--- config.mk ---
export PLATFORM = sky130hd
export DESIGN_NAME = screen_transition_overlay_top
export DESIGN_NICKNAME = d
export VERILOG_FILES = /design/src/stf_pkg.sv /design/src/stf_front.sv /design/src/stf_queue.sv /design/src/stf_back.sv /design/src/screen_transition_overlay_top.sv
export SDC_FILE = /design/constraint.sdc
export NUM_CORES = 2
export LEC_CHECK = 0
export ABC_AREA = 1
export BUFFER_PORTS_ARGS = -buffer_cell sky130_fd_sc_hd__buf_2
export CORE_UTILIZATION = 59
export DETAILED_ROUTE_END_ITERATION = 7
export PLACE_DENSITY_LB_ADDON = 0.08
export SETUP_SLACK_MARGIN = 0.05
export SLEW_MARGIN = 20
export SYNTH_ARGS = -nofsm -noshare
export SYNTH_HDL_FRONTEND = slang
export SYNTH_SLANG_ARGS = --single-unit
--- constraint.sdc ---
create_clock -name clk -period 9.3 [get_ports clk]
set_input_delay 0.93 -clock clk [delete_from_list [all_inputs] [get_ports clk]]
set_output_delay 0.93 -clock clk [all_outputs]
set_load 0.05 [all_outputs]
--- src/stf_pkg.sv ---
package stf_pkg;

  // Input item modes
  localparam logic [1:0] MODE_START = 2'd0;
  localparam logic [1:0] MODE_TICK  = 2'd1;
  localparam logic [1:0] MODE_PIXEL = 2'd2;

  // Transition kinds
  localparam logic [3:0] KIND_FADE_BLACK = 4'd1;
  localparam logic [3:0] KIND_FADE_WHITE = 4'd2;
  localparam logic [3:0] KIND_WIPE_LEFT  = 4'd3;
  localparam logic [3:0] KIND_WIPE_RIGHT = 4'd4;
  localparam logic [3:0] KIND_WIPE_UP    = 4'd5;
  localparam logic [3:0] KIND_WIPE_DOWN  = 4'd6;
  localparam logic [3:0] KIND_RADIAL     = 4'd7;

  // Configuration register indexes
  localparam logic [1:0] REG_KIND    = 2'd0;
  localparam logic [1:0] REG_REVERSE = 2'd1;
  localparam logic [1:0] REG_STEP    = 2'd2;
  localparam logic [1:0] REG_COLOUR  = 2'd3;

  localparam logic [7:0] STEP_RESET = 8'd8;
  localparam logic [7:0] PROG_FULL  = 8'd255;

  // Depth of the queue between front and back
  localparam int QDEPTH = 2;

  // Work the back end does for one item
  typedef enum logic [2:0] {
    OP_ZERO,
    OP_PASS,
    OP_FADE,
    OP_WIPE_L,
    OP_WIPE_R,
    OP_WIPE_U,
    OP_WIPE_D,
    OP_RADIAL
  } stf_op_t;

  // Classified item handed from front to back
  typedef struct packed {
    stf_op_t     op;
    logic [8:0]  x;
    logic [7:0]  y;
    logic [15:0] bg;
    logic [7:0]  e;
    logic        running;
    logic        finished;
    logic        pulse;
  } stf_item_t;

  // Floor square root, elaboration use only
  function automatic int unsigned isqrt(input int unsigned v);
    int unsigned rem;
    int unsigned root;
    int unsigned bitv;
    rem  = v;
    root = 0;
    bitv = 32'h4000_0000;
    while (bitv > rem) bitv = bitv >> 2;
    while (bitv != 0) begin
      if (rem >= root + bitv) begin
        rem  = rem - (root + bitv);
        root = (root >> 1) + bitv;
      end else begin
        root = root >> 1;
      end
      bitv = bitv >> 2;
    end
    return root;
  endfunction

  // Floor of v / 255: series estimate, then one correction step
  function automatic logic [23:0] div255(input logic [23:0] v);
    logic [25:0] acc;
    logic [23:0] q;
    logic [31:0] rem;
    acc = 26'(v) + 26'(v >> 8) + 26'(v >> 16);
    q   = 24'(acc >> 8);
    rem = 32'(v) - ((32'(q) << 8) - 32'(q));
    if (rem >= 32'd255) q = q + 24'd1;
    return q;
  endfunction

endpackage

--- src/stf_front.sv ---
module stf_front #(
  parameter int SCREEN_WIDTH  = 320,
  parameter int SCREEN_HEIGHT = 240
) (
  input  logic               clk,
  input  logic               rst_n,
  input  logic               cfg_we,
  input  logic [1:0]         cfg_index,
  input  logic [15:0]        cfg_data,
  input  logic               in_valid,
  output logic               in_ready,
  input  logic [1:0]         in_mode,
  input  logic [8:0]         in_pixel_x,
  input  logic [7:0]         in_pixel_y,
  input  logic [15:0]        in_background_pixel,
  input  logic               q_full,
  output logic               q_push,
  output stf_pkg::stf_item_t q_item,
  output logic [15:0]        colour
);
  import stf_pkg::*;

  localparam int WW  = $clog2(SCREEN_WIDTH + 1);
  localparam int HW  = $clog2(SCREEN_HEIGHT + 1);
  localparam int XCW = (WW > 9) ? WW : 9;
  localparam int YCW = (HW > 8) ? HW : 8;

  logic [3:0]  kind_r;
  logic        reverse_r;
  logic [7:0]  step_r;
  logic [15:0] colour_r;

  logic [7:0]  progress_r, progress_nxt;
  logic        active_r, active_nxt;
  logic        complete_r, complete_nxt;
  logic        pulse;
  logic [8:0]  sum;
  logic        offscreen;
  stf_op_t     pix_op;

  assign in_ready = !q_full;
  assign q_push   = in_valid && in_ready;
  assign colour   = colour_r;

  // Configuration registers
  always_ff @(posedge clk) begin
    if (!rst_n) begin
      kind_r    <= '0;
      reverse_r <= 1'b0;
      step_r    <= STEP_RESET;
      colour_r  <= '0;
    end else if (cfg_we) begin
      unique case (cfg_index)
        REG_KIND:    kind_r    <= cfg_data[3:0];
        REG_REVERSE: reverse_r <= cfg_data[0];
        REG_STEP:    step_r    <= cfg_data[7:0];
        REG_COLOUR:  colour_r  <= cfg_data;
        default:     ;
      endcase
    end
  end

  // Transition state update
  always_comb begin
    progress_nxt = progress_r;
    active_nxt   = active_r;
    complete_nxt = complete_r;
    pulse        = 1'b0;
    sum          = 9'(progress_r) + 9'(step_r);
    unique case (in_mode)
      MODE_START: begin
        progress_nxt = '0;
        active_nxt   = 1'b1;
        complete_nxt = 1'b0;
      end
      MODE_TICK: begin
        if (active_r && !complete_r) begin
          if (sum >= 9'(PROG_FULL)) begin
            progress_nxt = PROG_FULL;
            complete_nxt = 1'b1;
            active_nxt   = 1'b0;
            pulse        = 1'b1;
          end else begin
            progress_nxt = sum[7:0];
          end
        end
      end
      default: ;
    endcase
  end

  always_ff @(posedge clk) begin
    if (!rst_n) begin
      progress_r <= '0;
      active_r   <= 1'b0;
      complete_r <= 1'b0;
    end else if (q_push) begin
      progress_r <= progress_nxt;
      active_r   <= active_nxt;
      complete_r <= complete_nxt;
    end
  end

  // Pixel classification
  assign offscreen = (XCW'(in_pixel_x) >= XCW'(SCREEN_WIDTH)) ||
                     (YCW'(in_pixel_y) >= YCW'(SCREEN_HEIGHT));

  always_comb begin
    pix_op = OP_PASS;
    if ((active_r || complete_r) && !offscreen) begin
      unique case (kind_r)
        KIND_FADE_BLACK, KIND_FADE_WHITE: pix_op = OP_FADE;
        KIND_WIPE_LEFT:  pix_op = OP_WIPE_L;
        KIND_WIPE_RIGHT: pix_op = OP_WIPE_R;
        KIND_WIPE_UP:    pix_op = OP_WIPE_U;
        KIND_WIPE_DOWN:  pix_op = OP_WIPE_D;
        KIND_RADIAL:     pix_op = OP_RADIAL;
        default:         pix_op = OP_PASS;
      endcase
    end
  end

  always_comb begin
    q_item.op       = (in_mode == MODE_PIXEL) ? pix_op : OP_ZERO;
    q_item.x        = in_pixel_x;
    q_item.y        = in_pixel_y;
    q_item.bg       = in_background_pixel;
    q_item.e        = reverse_r ? (PROG_FULL - progress_r) : progress_r;
    q_item.running  = active_nxt;
    q_item.finished = complete_nxt;
    q_item.pulse    = pulse;
  end

`ifndef NO_ASSERTIONS
  a_flags_exclusive: assert property (@(posedge clk) disable iff (!rst_n)
    !(active_r && complete_r))
    else $error("active and complete set together");

  a_complete_full: assert property (@(posedge clk) disable iff (!rst_n)
    complete_r |-> (progress_r == PROG_FULL))
    else $error("complete without full progress");
`endif

endmodule

--- src/stf_queue.sv ---
module stf_queue (
  input  logic               clk,
  input  logic               rst_n,
  input  logic               push,
  input  stf_pkg::stf_item_t push_item,
  output logic               full,
  input  logic               pop,
  output logic               valid,
  output stf_pkg::stf_item_t head
);
  import stf_pkg::*;

  localparam int QPW = $clog2(QDEPTH);

  stf_item_t        mem_r [QDEPTH];
  logic [QPW-1:0]   wr_ptr_r;
  logic [QPW-1:0]   rd_ptr_r;
  logic [QPW:0]     count_r;

  assign full  = (count_r == (QPW + 1)'(QDEPTH));
  assign valid = (count_r != '0);
  assign head  = mem_r[rd_ptr_r];

  // Entry storage
  always_ff @(posedge clk) begin
    if (push) mem_r[wr_ptr_r] <= push_item;
  end

  // Pointers and fill count
  always_ff @(posedge clk) begin
    if (!rst_n) begin
      wr_ptr_r <= '0;
      rd_ptr_r <= '0;
      count_r  <= '0;
    end else begin
      if (push) wr_ptr_r <= wr_ptr_r + 1'b1;
      if (pop)  rd_ptr_r <= rd_ptr_r + 1'b1;
      if (push && !pop)      count_r <= count_r + 1'b1;
      else if (pop && !push) count_r <= count_r - 1'b1;
    end
  end

`ifndef NO_ASSERTIONS
  a_no_overfill: assert property (@(posedge clk) disable iff (!rst_n)
    count_r <= (QPW + 1)'(QDEPTH))
    else $error("queue count beyond depth");

  a_no_empty_pop: assert property (@(posedge clk) disable iff (!rst_n)
    pop |-> (count_r != '0))
    else $error("pop from empty queue");
`endif

endmodule

--- src/stf_back.sv ---
module stf_back #(
  parameter int SCREEN_WIDTH  = 320,
  parameter int SCREEN_HEIGHT = 240
) (
  input  logic               clk,
  input  logic               rst_n,
  input  logic               q_valid,
  input  stf_pkg::stf_item_t q_item,
  output logic               q_pop,
  input  logic [15:0]        colour,
  output logic               out_valid,
  input  logic               out_ready,
  output logic [15:0]        out_pixel_result,
  output logic               out_running,
  output logic               out_finished,
  output logic               out_finished_now
);
  import stf_pkg::*;

  localparam int WW   = $clog2(SCREEN_WIDTH + 1);
  localparam int HW   = $clog2(SCREEN_HEIGHT + 1);
  localparam int XWL  = (WW > 10) ? WW : 10;
  localparam int YWL  = (HW > 9) ? HW : 9;
  localparam int PXW  = XWL + 8;
  localparam int PYW  = YWL + 8;
  localparam int CX   = SCREEN_WIDTH / 2;
  localparam int CY   = SCREEN_HEIGHT / 2;
  localparam int RMAX = int'(isqrt(CX * CX + CY * CY));
  localparam int RW   = $clog2(RMAX + 1);
  localparam int MW   = (XWL > YWL) ? XWL : YWL;
  localparam int D2W  = 2 * MW + 1;
  localparam int RSW  = 2 * RW + 2;
  localparam int CMPW = (D2W > RSW) ? D2W : RSW;

  logic en;

  // Stage 1: products and distances
  logic        s1_valid_r;
  stf_op_t     s1_op_r;
  logic [15:0] s1_bg_r;
  logic [2:0]  s1_flags_r;
  logic [13:0] s1_fr_r, s1_fg_r, s1_fb_r;
  logic [PXW-1:0] s1_ew_r, s1_lx_r, s1_rx_r;
  logic [PYW-1:0] s1_eh_r, s1_uy_r, s1_dy_r;
  logic [RW+7:0]  s1_er_r;
  logic [XWL-1:0] s1_adx_r;
  logic [YWL-1:0] s1_ady_r;

  // Stage 2: fade result, wipe decision, squares, radius
  logic        s2_valid_r;
  stf_op_t     s2_op_r;
  logic [15:0] s2_bg_r;
  logic [2:0]  s2_flags_r;
  logic [15:0] s2_fade_r;
  logic        s2_wcover_r;
  logic [2*XWL-1:0] s2_dx2_r;
  logic [2*YWL-1:0] s2_dy2_r;
  logic [RW-1:0]    s2_r_r;

  // Stage 3: squared distance and squared radius
  logic        s3_valid_r;
  stf_op_t     s3_op_r;
  logic [15:0] s3_bg_r;
  logic [2:0]  s3_flags_r;
  logic [15:0] s3_fade_r;
  logic        s3_wcover_r;
  logic [CMPW-1:0] s3_d2_r;
  logic [CMPW-1:0] s3_rsq_r;

  // Output register
  logic        out_valid_r;
  logic [15:0] out_pix_r;
  logic [2:0]  out_flags_r;

  logic [7:0]     ie;
  logic [XWL-1:0] xe;
  logic [YWL-1:0] ye;
  logic [RW:0]    rp1;
  logic           wcover;
  logic [15:0]    result;

  assign en    = !out_valid_r || out_ready;
  assign q_pop = q_valid && en;

  assign ie = PROG_FULL - q_item.e;
  assign xe = XWL'(q_item.x);
  assign ye = YWL'(q_item.y);

  // Valid bits shift together while the output can move
  always_ff @(posedge clk) begin
    if (!rst_n) begin
      s1_valid_r  <= 1'b0;
      s2_valid_r  <= 1'b0;
      s3_valid_r  <= 1'b0;
      out_valid_r <= 1'b0;
    end else if (en) begin
      s1_valid_r  <= q_valid;
      s2_valid_r  <= s1_valid_r;
      s3_valid_r  <= s2_valid_r;
      out_valid_r <= s3_valid_r;
    end
  end

  // Stage 1
  always_ff @(posedge clk) begin
    if (en) begin
      s1_op_r    <= q_item.op;
      s1_bg_r    <= q_item.bg;
      s1_flags_r <= {q_item.running, q_item.finished, q_item.pulse};
      s1_fr_r    <= 14'(colour[15:11]) * 14'(q_item.e) + 14'(q_item.bg[15:11]) * 14'(ie);
      s1_fg_r    <= 14'(colour[10:5]) * 14'(q_item.e) + 14'(q_item.bg[10:5]) * 14'(ie);
      s1_fb_r    <= 14'(colour[4:0]) * 14'(q_item.e) + 14'(q_item.bg[4:0]) * 14'(ie);
      s1_ew_r    <= PXW'(q_item.e) * PXW'(SCREEN_WIDTH);
      s1_lx_r    <= PXW'(8'd255) * (PXW'(xe) + PXW'(1));
      s1_rx_r    <= PXW'(8'd255) * (PXW'(SCREEN_WIDTH) - PXW'(xe));
      s1_eh_r    <= PYW'(q_item.e) * PYW'(SCREEN_HEIGHT);
      s1_uy_r    <= PYW'(8'd255) * (PYW'(ye) + PYW'(1));
      s1_dy_r    <= PYW'(8'd255) * (PYW'(SCREEN_HEIGHT) - PYW'(ye));
      s1_er_r    <= (RW + 8)'(q_item.e) * (RW + 8)'(RMAX);
      s1_adx_r   <= (xe >= XWL'(CX)) ? (xe - XWL'(CX)) : (XWL'(CX) - xe);
      s1_ady_r   <= (ye >= YWL'(CY)) ? (ye - YWL'(CY)) : (YWL'(CY) - ye);
    end
  end

  // Wipe edge compare, scaled by 255 on both sides
  always_comb begin
    unique case (s1_op_r)
      OP_WIPE_L: wcover = (s1_lx_r <= s1_ew_r);
      OP_WIPE_R: wcover = (s1_ew_r >= s1_rx_r);
      OP_WIPE_U: wcover = (s1_uy_r <= s1_eh_r);
      OP_WIPE_D: wcover = (s1_eh_r >= s1_dy_r);
      default:   wcover = 1'b0;
    endcase
  end

  // Stage 2
  always_ff @(posedge clk) begin
    if (en) begin
      s2_op_r     <= s1_op_r;
      s2_bg_r     <= s1_bg_r;
      s2_flags_r  <= s1_flags_r;
      s2_fade_r   <= {5'(div255(24'(s1_fr_r))), 6'(div255(24'(s1_fg_r))),
                      5'(div255(24'(s1_fb_r)))};
      s2_wcover_r <= wcover;
      s2_dx2_r    <= (2 * XWL)'(s1_adx_r) * (2 * XWL)'(s1_adx_r);
      s2_dy2_r    <= (2 * YWL)'(s1_ady_r) * (2 * YWL)'(s1_ady_r);
      s2_r_r      <= RW'(div255(24'(s1_er_r)));
    end
  end

  assign rp1 = (RW + 1)'(s2_r_r) + (RW + 1)'(1);

  // Stage 3
  always_ff @(posedge clk) begin
    if (en) begin
      s3_op_r     <= s2_op_r;
      s3_bg_r     <= s2_bg_r;
      s3_flags_r  <= s2_flags_r;
      s3_fade_r   <= s2_fade_r;
      s3_wcover_r <= s2_wcover_r;
      s3_d2_r     <= CMPW'(s2_dx2_r) + CMPW'(s2_dy2_r);
      s3_rsq_r    <= CMPW'(rp1) * CMPW'(rp1);
    end
  end

  // Final selection
  always_comb begin
    unique case (s3_op_r)
      OP_ZERO:   result = '0;
      OP_PASS:   result = s3_bg_r;
      OP_FADE:   result = s3_fade_r;
      OP_RADIAL: result = (s3_d2_r >= s3_rsq_r) ? colour : s3_bg_r;
      default:   result = s3_wcover_r ? colour : s3_bg_r;
    endcase
  end

  always_ff @(posedge clk) begin
    if (en) begin
      out_pix_r   <= result;
      out_flags_r <= s3_flags_r;
    end
  end

  assign out_valid        = out_valid_r;
  assign out_pixel_result = out_pix_r;
  assign out_running      = out_flags_r[2];
  assign out_finished     = out_flags_r[1];
  assign out_finished_now = out_flags_r[0];

`ifndef NO_ASSERTIONS
  a_pulse_done: assert property (@(posedge clk) disable iff (!rst_n)
    (out_valid_r && out_finished_now) |-> (out_finished && !out_running))
    else $error("completion pulse without finished state");
`endif

endmodule

--- src/screen_transition_overlay_top.sv ---
// Channel  | Direction | Handshake          | Payload
// in_      | input     | in_valid/in_ready  | mode, pixel_x, pixel_y, background_pixel
// out_     | output    | out_valid/out_ready| pixel_result, running, finished, finished_now
// cfg_     | input     | cfg_we             | cfg_index, cfg_data
//
// One item per clock sustained while the output is not stalled; each item passes the
// queue slot, three arithmetic stages and the output register on its way to out_valid.
// Start and tick items update state as they are taken, pixels carry a copy of progress.
// rst_n is synchronous: registers to reset values, state cleared, queue and pipe empty.
// A stalled output holds the pipe; the two-entry queue fills up, and then
// in_ready drops until the output moves again.
module screen_transition_overlay_top #(
  parameter int SCREEN_WIDTH  = 320,
  parameter int SCREEN_HEIGHT = 240
) (
  input  logic        clk,
  input  logic        rst_n,
  input  logic        cfg_we,
  input  logic [1:0]  cfg_index,
  input  logic [15:0] cfg_data,
  input  logic        in_valid,
  output logic        in_ready,
  input  logic [1:0]  in_mode,
  input  logic [8:0]  in_pixel_x,
  input  logic [7:0]  in_pixel_y,
  input  logic [15:0] in_background_pixel,
  output logic        out_valid,
  input  logic        out_ready,
  output logic [15:0] out_pixel_result,
  output logic        out_running,
  output logic        out_finished,
  output logic        out_finished_now
);
  import stf_pkg::*;

  logic        q_full;
  logic        q_push;
  logic        q_pop;
  logic        q_valid;
  stf_item_t   push_item;
  stf_item_t   head_item;
  logic [15:0] colour;

  // Front: configuration, state, classification
  stf_front #(
    .SCREEN_WIDTH (SCREEN_WIDTH),
    .SCREEN_HEIGHT(SCREEN_HEIGHT)
  ) u_front (
    .clk                (clk),
    .rst_n              (rst_n),
    .cfg_we             (cfg_we),
    .cfg_index          (cfg_index),
    .cfg_data           (cfg_data),
    .in_valid           (in_valid),
    .in_ready           (in_ready),
    .in_mode            (in_mode),
    .in_pixel_x         (in_pixel_x),
    .in_pixel_y         (in_pixel_y),
    .in_background_pixel(in_background_pixel),
    .q_full             (q_full),
    .q_push             (q_push),
    .q_item             (push_item),
    .colour             (colour)
  );

  // Queue between front and back
  stf_queue u_queue (
    .clk      (clk),
    .rst_n    (rst_n),
    .push     (q_push),
    .push_item(push_item),
    .full     (q_full),
    .pop      (q_pop),
    .valid    (q_valid),
    .head     (head_item)
  );

  // Back: pixel arithmetic and output register
  stf_back #(
    .SCREEN_WIDTH (SCREEN_WIDTH),
    .SCREEN_HEIGHT(SCREEN_HEIGHT)
  ) u_back (
    .clk             (clk),
    .rst_n           (rst_n),
    .q_valid         (q_valid),
    .q_item          (head_item),
    .q_pop           (q_pop),
    .colour          (colour),
    .out_valid       (out_valid),
    .out_ready       (out_ready),
    .out_pixel_result(out_pixel_result),
    .out_running     (out_running),
    .out_finished    (out_finished),
    .out_finished_now(out_finished_now)
  );

endmodule

==> impl_metrics.ini <==
[status]
outcome = completed

[drt]
wl_um = 109000
viasPerCell = 5.36
drc = 0
post_drt_wl_per_cell_um = 16.6
dr_total_vias = 35200
ant_nets = 0
dr.pass1.iters = 5
first_iter_violations = 2377

[worst_setup_path]
critPathMostFrequentCell = fa_1
path_delay_family = adder cells
crit_cells = 21
r2r_cells = 21
crit_type = reg2reg
startpoint_type = register
cp_cell_sequence = inv_2 > or2_2 > nand2_1 > clkinv_1 > buf_4 > nand2_1 > fa_1 > fa_1 > fa_1 > inv_1 > fa_1 > fa_1 > ha_1 > a21oi_1 > nand2_1 > a21oi_1 > o21ai_0 > a21oi_1 > nor2_1 > nor2_1 > xnor2_1
critical_path_arrival_ns = 7.49
cp_slowest_stage_delay_ns = 0.77
required_ns = 9.66
path_max_fanout = 19
r2r_slack_ns = 2.17
cp-endpoint = u_back.s1_fb_r[13]
end_kind = register
path_buf_inv = 4
slowest_stage = clkinv_1
worstReg2RegEnd = u_back.s1_fb_r[13]

[clock_network]
cts_sinks = 505
insertion_delay_ns = 0.63
postCtsHoldBufs = 0
ctsResizeCount = 0
post_cts_buffers = 0
clockBufferDepth = 3
cts_buffers = 55
cts_tree = built
clkTransAtPathRegs_ns = 0.07
htreeDepth = 2
cts_root_buffer = clkbuf_16

[place]
placed_area_um2 = 50900
gp_congestion = 0.917
hpwl_um = 87400
portBuffers = 78

[synthesis]
yosysTopAreaCell = edfxtp_1
synth.avg_cell_area_um2 = 9.18
synth-seq-cells = 505
ys_async_sr_fraction = 0
synth_area_um2 = 49200
yosysWarnings = 0
synth_area_leaders = edfxtp_1 (28%), fa_1 (19%), ha_1 (15%)
synthDominantCellAreaShare = 0.279
synth-edff-count = 457
yosys.cell_types.count = 69
synth_cells = 5353
ys.flop_type = edfxtp_1
synth-seq-area-share = 0.299

[timing]
period_needed_ns = 7.13
fin_tns_setup_ns = 0
drv_slew = 0
worst_slew_pin_slew_ns = 1.21
rsz0062_at_grt = false
final_hold_viol_count = 0
finalSetupViolations = 0
slew_headroom = 0.187
fin_worst_skew_ns = 0.0324
fin_crit_sh = 0.767
max_freq_mhz = 140

[floorplanning]
die-area_um2 = 84500
initial_utilization = 0.598
placementRows = 105
boundaryPins = 79
core_um2 = 82200
die_h_um = 291
fp.dieW_um = 291

[finish]
n_antenna_cell = 0
layout.nets = 6552
multi_input_area_um2 = 30200
drive_above_1_share = 0.0606
area_delta_synth_final_pct = 7.48
num-fill-cells = 6877
area.sequential_um2 = 14700
fin_area_um2 = 52800

[global_route]
gr-usage-all-layers = 0.264
antenna_found_initial = 8
grt_pass1_vias = 35200
grt_max_degree = 89
overflow = 0
grt_pass1_wl_um = 179000

[job]
cap_violations = 0

[min_path]
hold_path.class = reg2reg
-- flip-flops by register name, summed over array words and instances (netlist names), 17 cells and up, named ones only --
register and cells:
u_back.s1_lx_r 18, u_back.s1_rx_r 17, u_back.s1_uy_r 17, u_back.s2_dx2_r 19, u_back.s2_dy2_r 17, u_back.s3_d2_r 21, u_back.s3_rsq_r 17, u_queue.mem_r 94
-- worst min-delay path by stage --
stage,start,endpoint,depth (start not counted)
floorplan,u_back.s3_flags_r[0],u_back.out_flags_r[0],0
global placement,u_back.s1_bg_r[11],u_back.s2_bg_r[11],0
detailed placement,u_back.s1_bg_r[0],u_back.s2_bg_r[0],0
CTS,u_back.s2_fade_r[3],u_back.s3_fade_r[3],0
global route,u_back.s2_bg_r[0],u_back.s3_bg_r[0],0
finish,u_back.s2_bg_r[2],u_back.s3_bg_r[2],0
-- cells in the final DEF (no fill, tap or decap), types with 11 or more instances in the layout --
master,n
nand4_1,47
xor2_1,243
conb_1,11
nor2_1,385
nand3b_1,11
buf_2,78
o21ai_2,13
a21o_1,23
nor3_1,51
or2_2,42
fa_1,461
o21ai_1,17
clkbuf_16,55
o21ai_0,176
nand2_1,909
inv_2,12
nor4_1,13
xnor2_1,60
o21bai_1,19
inv_1,1055
nand3_1,157
o211ai_1,25
buf_4,34
clkinv_1,12
ha_1,587
nand2_2,13
mux2_2,18
a21oi_1,309
o21a_1,11
dfxtp_1,47
edfxtp_1,457
-- metal layers --
layer,wire (um),track usage
met1,50600,0.381
met2,48600,0.419
met3,6820,0.0419
met4,2440,0.0634
met5,117,0
-- final cells by class --
cell class              count  share of cell area
clock buffers              64              0.0274
clock inverters            39             0.00923
inverters                1076              0.0766
multi-input cells        3695               0.571
flip-flops and latches    505               0.278
well taps                1070              0.0253
repair buffers            113              0.0124
-- synthesized netlist by cell type (14+ instances only) --
master and number:
a21o_1 23, a21oi_1 309, buf_1 14, clkbuf_1 69, dfxtp_1 48, edfxtp_1 457, fa_1 461, ha_1 587
inv_1 1056, mux2_2 18, nand2_1 909, nand3_1 157, nand4_1 47, nor2_1 387, nor3_1 53, o211ai_1 25
o21ai_0 176, o21ai_1 20, o21bai_1 19, or2_2 42, xnor2_1 60, xor2_1 243
-- stage by stage --
stage / util / instances / hold slack, ns / setup WS [ns]
6_report: 0.643 / 6562 / 0.409 / 2.17
5_1_grt: 0.643 / 6562 / 0.420 / 1.64
4_1_cts: 0.643 / 6562 / 0.415 / 2.11
3_5_place_dp: 0.619 / 6459 / 0.405 / 2.15
3_3_place_gp: 0.619 / 6459 / 0.401 / 2.33
2_1_floorplan: - / 5362 / 0.400 / 0.534
-- cell families after synthesis --
kind of cell | after synthesis | synth area share
multiplexers | 20 | 0.00456
other | 2 | 0.000153
AND/OR/NAND/NOR | 1665 | 0.142
flip-flops | 505 | 0.299
AO/OA/AOI/OAI | 645 | 0.0736
adder cells (fa/ha/maj) | 1049 | 0.337
buffers and inverters | 1162 | 0.0890
XOR/XNOR | 305 | 0.0548
-- worst reg2reg max path: stages, from the launching register on --
cell,delay (ns)
dfxtp_2,0.54
inv_2,0.21
or2_2,0.31
nand2_1,0.54
clkinv_1,0.79
buf_4,0.45
nand2_1,0.10
fa_1,0.45
fa_1,0.49
fa_1,0.49
inv_1,0.05
fa_1,0.50
fa_1,0.49
ha_1,0.36
a21oi_1,0.14
nand2_1,0.11
a21oi_1,0.26
o21ai_0,0.18
a21oi_1,0.16
nor2_1,0.05
nor2_1,0.11
xnor2_1,0.07
Power is left out: the tool's default activity adds up to more than one toggle a clock period on the data nets, which glitch-free logic cannot reach.
